`src/hw/rtl/neuron_backprop_momentum_update_defines.svh`:
```
// Assertion macros for the neuron backprop momentum update block.
// Depends on nothing; the asserting module supplies clk and rst_n.
`ifndef NEURON_BACKPROP_MOMENTUM_UPDATE_DEFINES_SVH
`define NEURON_BACKPROP_MOMENTUM_UPDATE_DEFINES_SVH
`ifndef SYNTHESIS
// Same-cycle implication, sampled on clk and held off during reset.
`define NBPM_ASSERT_IMPL(lbl, ante, cons) \
  lbl: assert property (@(posedge clk) disable iff (!rst_n) (ante) |-> (cons)) \
    else $error("nbpm assertion failed");
// Next-cycle implication, sampled on clk and held off during reset.
`define NBPM_ASSERT_NEXT(lbl, ante, cons) \
  lbl: assert property (@(posedge clk) disable iff (!rst_n) (ante) |=> (cons)) \
    else $error("nbpm assertion failed");
`else
`define NBPM_ASSERT_IMPL(lbl, ante, cons)
`define NBPM_ASSERT_NEXT(lbl, ante, cons)
`endif
`endif

```
`src/hw/rtl/nbpm_pkg.sv`:
```
// Package for the neuron backprop momentum update block: widths, types,
// operation and register codes, and the rounding and saturation helpers.
// Depends on nothing.
`default_nettype none

package nbpm_pkg;

  // Table geometry and number format.
  localparam int ConnCount    = 64;
  localparam int IdxBits      = $clog2(ConnCount);
  localparam int ValBits      = 24;
  localparam int FracBits     = 16;
  localparam int AccBits      = 2 * ValBits;
  localparam int WideBits     = AccBits + 2;
  localparam int CoefBits     = 17;
  localparam int CoefShift    = 16;
  localparam int CoefProdBits = ValBits + CoefBits + 1;
  localparam int CfgIdxBits   = 2;
  localparam int CfgDataBits  = CoefBits;

  typedef logic signed [ValBits-1:0]      val_t;
  typedef logic signed [AccBits-1:0]      acc_t;
  typedef logic signed [WideBits-1:0]     wide_t;
  typedef logic signed [CoefProdBits-1:0] cprod_t;
  typedef logic        [CoefBits-1:0]     coef_t;
  typedef logic        [IdxBits-1:0]      idx_t;

  // Coefficient 1.0 and 0.5 in Q1.16, and 1.0 in the value format.
  localparam coef_t CoefOne  = coef_t'(1) << CoefShift;
  localparam coef_t CoefHalf = CoefOne >> 1;
  localparam wide_t FracOne  = wide_t'(1) <<< FracBits;

  // Saturation limits.
  localparam wide_t ValMax = (wide_t'(1) <<< (ValBits - 1)) - wide_t'(1);
  localparam wide_t ValMin = -ValMax - wide_t'(1);
  localparam wide_t AccMax = (wide_t'(1) <<< (AccBits - 1)) - wide_t'(1);
  localparam wide_t AccMin = -AccMax - wide_t'(1);

  typedef enum logic [1:0] {
    OP_CONN    = 2'd0,
    OP_OUTGRAD = 2'd1,
    OP_LOAD    = 2'd2,
    OP_NONE    = 2'd3
  } op_t;

  typedef enum logic [CfgIdxBits-1:0] {
    CFG_LEARNING_RATE = 2'd0,
    CFG_MOMENTUM      = 2'd1,
    CFG_BIAS_MODE     = 2'd2
  } cfg_idx_t;

  // A saturated value together with its clip flag.
  typedef struct packed {
    logic clip;
    val_t value;
  } sat_t;

  typedef struct packed {
    logic clip;
    acc_t value;
  } acc_sat_t;

  // Write request from the datapath to the weight and delta tables.
  typedef struct packed {
    logic en;
    idx_t idx;
    val_t weight;
    val_t delta;
  } tbl_wr_t;

  // Arithmetic right shift that rounds half up (add half, then floor).
  function automatic wide_t shr_round(input wide_t x, input int unsigned sh);
    wide_t half;
    half = wide_t'(1) <<< (sh - 1);
    return (x + half) >>> sh;
  endfunction

  // Clip to the value range.
  function automatic sat_t sat_val(input wide_t x);
    sat_t r;
    if (x > ValMax) begin
      r.clip  = 1'b1;
      r.value = val_t'(ValMax);
    end else if (x < ValMin) begin
      r.clip  = 1'b1;
      r.value = val_t'(ValMin);
    end else begin
      r.clip  = 1'b0;
      r.value = val_t'(x);
    end
    return r;
  endfunction

  // Clip to the accumulator range.
  function automatic acc_sat_t sat_acc(input wide_t x);
    acc_sat_t r;
    if (x > AccMax) begin
      r.clip  = 1'b1;
      r.value = acc_t'(AccMax);
    end else if (x < AccMin) begin
      r.clip  = 1'b1;
      r.value = acc_t'(AccMin);
    end else begin
      r.clip  = 1'b0;
      r.value = acc_t'(x);
    end
    return r;
  endfunction

endpackage

`default_nettype wire

```
`src/hw/rtl/nbpm_tables.sv`:
```
// Weight and delta tables of the backprop unit: two synchronous memories
// with registered read data, plus per-entry valid bits for the delta table.
// Depends on nbpm_pkg.
`default_nettype none

module nbpm_tables
  import nbpm_pkg::*;
(
  input  wire logic    clk,
  input  wire logic    rst_n,
  input  wire logic    rd_en,
  input  wire idx_t    rd_idx,
  input  wire tbl_wr_t wr,
  output val_t         rd_weight,
  output val_t         rd_delta
);

  val_t weight_mem [ConnCount];
  val_t delta_mem  [ConnCount];

  logic [ConnCount-1:0] delta_ok_r;
  val_t                 weight_rd_r;
  val_t                 delta_rd_r;
  logic                 delta_ok_rd_r;

  // Memory write port and registered read port.
  always_ff @(posedge clk) begin
    if (wr.en) begin
      weight_mem[wr.idx] <= wr.weight;
      delta_mem[wr.idx]  <= wr.delta;
    end
    if (rd_en) begin
      weight_rd_r   <= weight_mem[rd_idx];
      delta_rd_r    <= delta_mem[rd_idx];
      delta_ok_rd_r <= delta_ok_r[rd_idx];
    end
  end

  // A delta entry never written since reset reads as zero.
  always_ff @(posedge clk) begin
    if (!rst_n) begin
      delta_ok_r <= '0;
    end else if (wr.en) begin
      delta_ok_r[wr.idx] <= 1'b1;
    end
  end

  assign rd_weight = weight_rd_r;
  assign rd_delta  = delta_ok_rd_r ? delta_rd_r : '0;

endmodule

`default_nettype wire

```
`config.mk`:
```
export PLATFORM = sky130hd
export DESIGN_NAME = nbpm_tables
export DESIGN_NICKNAME = d
export VERILOG_FILES = /design/src/hw/rtl/neuron_backprop_momentum_update_defines.svh /design/src/hw/rtl/nbpm_pkg.sv /design/src/hw/rtl/nbpm_tables.sv
export SDC_FILE = /design/constraint.sdc
export NUM_CORES = 2
export LEC_CHECK = 0
export ABC_AREA = 0
export BUFFER_PORTS_ARGS = -buffer_cell sky130_fd_sc_hd__buf_2
export CAP_MARGIN = 40
export CORE_ASPECT_RATIO = 0.9
export CORE_MARGIN = 3
export CORE_UTILIZATION = 42
export CTS_BUF_LIST = sky130_fd_sc_hd__clkbuf_4 sky130_fd_sc_hd__clkbuf_8
export CTS_CLUSTER_DIAMETER = 50
export DETAILED_ROUTE_END_ITERATION = 6
export HOLD_SLACK_MARGIN = 0.15
export SYNTH_ARGS = -nofsm -noshare
export SYNTH_HDL_FRONTEND = slang
export SYNTH_SLANG_ARGS = --single-unit
```
`constraint.sdc`:
```
create_clock -name clk -period 10.1 [get_ports clk]
set_clock_uncertainty 0.15 [all_clocks]
set_input_delay 1.515 -clock clk [delete_from_list [all_inputs] [get_ports clk]]
set_output_delay 1.515 -clock clk [all_outputs]
set_load 0.03 [all_outputs]
```
==> results.sh <==
export IMPL_status="finished, final reports clean"
export IMPL_crit_path_start_kind="input port"
export IMPL_start_util_pct=42.3
export IMPL_power_density_nw_per_um2=191
export IMPL_fin_crit_sh_pct=43.8
export IMPL_syn_to_final_growth_pct=14.4
export IMPL_cp_end_kind="flop"
export IMPL_vias_per_cell=6.13
export IMPL_rsz0062_at_grt="no"
export IMPL_first_global_vias=60282
export IMPL_grt_max_degree=109
export IMPL_slew_headroom_pct=33.2
export IMPL_ir_drop_v=0.000120
export IMPL_hold_violations=0
export IMPL_hp_start="delta_ok_r[15]$_SDFFE_PN0P_"
export IMPL_ys_seq_area_share_pct=79.4
export IMPL_core_area_um2=283000
export IMPL_cts_resized_gates=0
export IMPL_wl_per_cell_um=35.6
export IMPL_fp_dieW_um=569
export IMPL_reg2reg_depth=4
export IMPL_grt_pass1_wl_mm=484
export IMPL_drive_gt1_share_pct=32.6
export IMPL_fin_util_pct=48.4
export IMPL_synth_mux_area_share_pct=15.2
export IMPL_overflow=0
export IMPL_root_buffer="clkbuf_8"
export IMPL_die_area_um2=291000
export IMPL_antenna_found_initial=19
export IMPL_syn_cell_area_um2=120000
export IMPL_grt_usage_pct=23.7
export IMPL_hp_class="flop to flop"
export IMPL_synth_compound_area_share_pct=3.40
export IMPL_yosys_register_bits=3185
export IMPL_numCtsBuffers=477
export IMPL_r2r_setup_slack_ps=7530
export IMPL_synth_ff_type="edfxtp_1"
export IMPL_hold_buffers=0
export IMPL_p_leak_nw=42.6
export IMPL_ys_warn_count=0
export IMPL_cap_violations=0
export IMPL_fin_cells=9783
export IMPL_clock_sinks=3185
export IMPL_synth_avg_cell_area_um2=23.5
export IMPL_syn_instance_count=5082
export IMPL_synth_edf_count=3121
export IMPL_pre_cts_ws_ps=4580
export IMPL_cts_tree="built"
export IMPL_r2r_start="weight_mem[40][7]$_DFFE_PP_"
export IMPL_tns_ps=0
export IMPL_min_period_ps=4430
export IMPL_clock_latency_ps=1060
export IMPL_gp_congestion=0.770
export IMPL_required_ps=10720
export IMPL_synth_top_family_by_area="multiplexers"
export IMPL_clock_fmax_mhz=226
export IMPL_n_fill_cell=22765
export IMPL_row_count=185
export IMPL_worst_pin_slew_ps=1000
export IMPL_async_flop_share_pct=0
export IMPL_critPathMaxFanout=47
export IMPL_routed_wl_mm=348
export IMPL_drt_iter0_markers=8003
export IMPL_holdPathStages=1
export IMPL_synth_fa_ha_area_share_pct=0
export IMPL_drc=0
export IMPL_whs_endpoint="delta_ok_r[15]$_SDFFE_PN0P_"
export IMPL_path_class="input port to flop"
export IMPL_place_hpwl_mm=190
export IMPL_dr_pass1_iters=5
export IMPL_synth_nets=5146
export IMPL_portBuffers=111
export IMPL_dp_cells=8901
export IMPL_nets=5713
export IMPL_reg2reg_to="rd_weight[7]$_DFFE_PP_"
export IMPL_setup_violations=0
export IMPL_clk_pin_slew_ps=60
export IMPL_maxSlewViolCount=0
export IMPL_post_cts_buffers=0
export IMPL_yosys_area_share_simple_pct=0.880
export IMPL_layout_setup_ws_ps=5670
export IMPL_die_h_um=512
export IMPL_ios=112
export IMPL_arrival_ps=5050
export IMPL_synthXorXnorAreaFrac_pct=0
export IMPL_vias=60001
export IMPL_ys_types=37
export IMPL_htreeDepth=5
export IMPL_ant_nets=0
export IMPL_cts_buffer_depth=4
-- stage by stage --
stage | power [mW] | hold WS (ps) | area (um2)
2_1_floorplan | 15.7 | 285 | 120000
3_3_place_gp | 16.2 | 291 | 125000
3_5_place_dp | 16.3 | 300 | 128000
4_1_cts | 26.3 | 314 | 137000
5_1_grt | 27.0 | 321 | 137000
6_report | 26.1 | 313 | 137000
-- kinds of logic (layout without fill, tap and decap cells) --
family / count (synthesis) / after routing
buffers and inverters: 294 / 1245
other: 0 / 10
AND/OR/NAND/NOR: 220 / 220
multiplexers: 837 / 837
AO/OA/AOI/OAI: 546 / 546
flip-flops: 3185 / 3185
-- layer usage --
layer | up-vias | routed length (um) | global-route usage [%]
met5 | - | 25 | 0
met4 | 4 | 12400 | 7.67
met3 | 608 | 34200 | 4.66
met2 | 3440 | 165000 | 37.1
met1 | 32659 | 137000 | 33.6
li1 | 23290 | - | -
-- synth_stat cells (2+ instances only) --
library cell / n / area share [%]
o21ai_0: 10 / 0.042
a21oi_1: 86 / 0.36
dfxtp_1: 64 / 1.1
a22o_1: 82 / 0.60
o32ai_1: 3 / 0.022
buf_1: 26 / 0.082
and2_1: 27 / 0.14
nand2_1: 11 / 0.035
and3_1: 3 / 0.016
nand3_1: 20 / 0.084
a221oi_1: 123 / 0.90
and4_1: 3 / 0.022
mux2i_1: 52 / 0.44
nor2_1: 115 / 0.36
o21a_1: 64 / 0.40
nand3b_1: 5 / 0.031
clkbuf_1: 155 / 0.49
o22ai_1: 96 / 0.50
or3_1: 2 / 0.010
nand2b_1: 8 / 0.042
mux4_2: 782 / 15
buf_6: 6 / 0.056
or2_2: 4 / 0.021
nor2b_1: 14 / 0.073
buf_4: 34 / 0.21
a211oi_1: 4 / 0.025
o221ai_1: 48 / 0.35
nor3_1: 3 / 0.013
a22oi_1: 28 / 0.18
mux2_2: 3 / 0.028
or3b_2: 3 / 0.022
buf_2: 73 / 0.31
edfxtp_1: 3121 / 78
-- state kept, by name (all words and copies together) (netlist names) --
signal / flops
weight_mem: 1536
rd_weight: 24
delta_rd_r: 24
delta_mem: 1536
delta_ok_r: 64
delta_ok_rd_r: 1
-- cells in the final DEF (no fill, tap or decap), drive strengths merged, types with 5 or more instances in the layout --
cell type     n
a21oi        86
nand2        11
buf         382
clkbuf      640
nand2b        8
diode        10
clkinvlp      6
nor2b        14
nand3b        5
o221ai       48
nor2        115
o21ai        10
edfxtp     3121
mux2i        52
mux4        782
dfxtp        64
and2         28
o21a         64
a221oi      123
a22o         82
clkinv      204
inv           9
nand3        20
o22ai        96
a22oi        28
-- how the worst max path moves through the flow --
stage | start | end | slack (ps)
detailed placement | rd_idx[0] | delta_rd_r[4]$_DFFE_PP_ | 4580
finish | rd_idx[2] | delta_rd_r[10]$_DFFE_PP_ | 5670
floorplan | wr[53] | delta_mem[32][0]$_DFFE_PP_ | 5100
global route | rd_idx[0] | delta_rd_r[4]$_DFFE_PP_ | 5480
CTS | rd_idx[0] | delta_rd_r[4]$_DFFE_PP_ | 5690
global placement | rd_idx[0] | delta_rd_r[4]$_DFFE_PP_ | 4560
-- critical path: stages --
cell and delay, ps:
buf_8 290, buf_4 600, buf_4 710, buf_4 640, mux4_2 400, o221ai_1 220, a21oi_1 70, a21oi_1 330
a221oi_1 100
-- where the power goes --
| part | total [mW] | internal (mW) | switching (mW) |
|---|---|---|---|
| Clock | 10.1 | 5.14 | 4.94 |
| Combinational | 1.37 | 0.503 | 0.869 |
| Sequential | 14.7 | 14.6 | 0.0402 |
| Total | 26.1 | 20.3 | 5.84 |
-- cell type report --
cell class / count / area, um2 / share of cell area, %
diodes: 10 / 25.0 / 0.0183
clock buffers: 640 / 7850 / 5.73
clock inverters: 223 / 1150 / 0.837
multi-input cells: 1603 / 23800 / 17.4
flip-flops and latches: 3185 / 95000 / 69.4
well taps: 3740 / 4680 / 3.42
repair buffers: 382 / 4370 / 3.19
No activity file was read; power rests on OpenSTA's default activity.
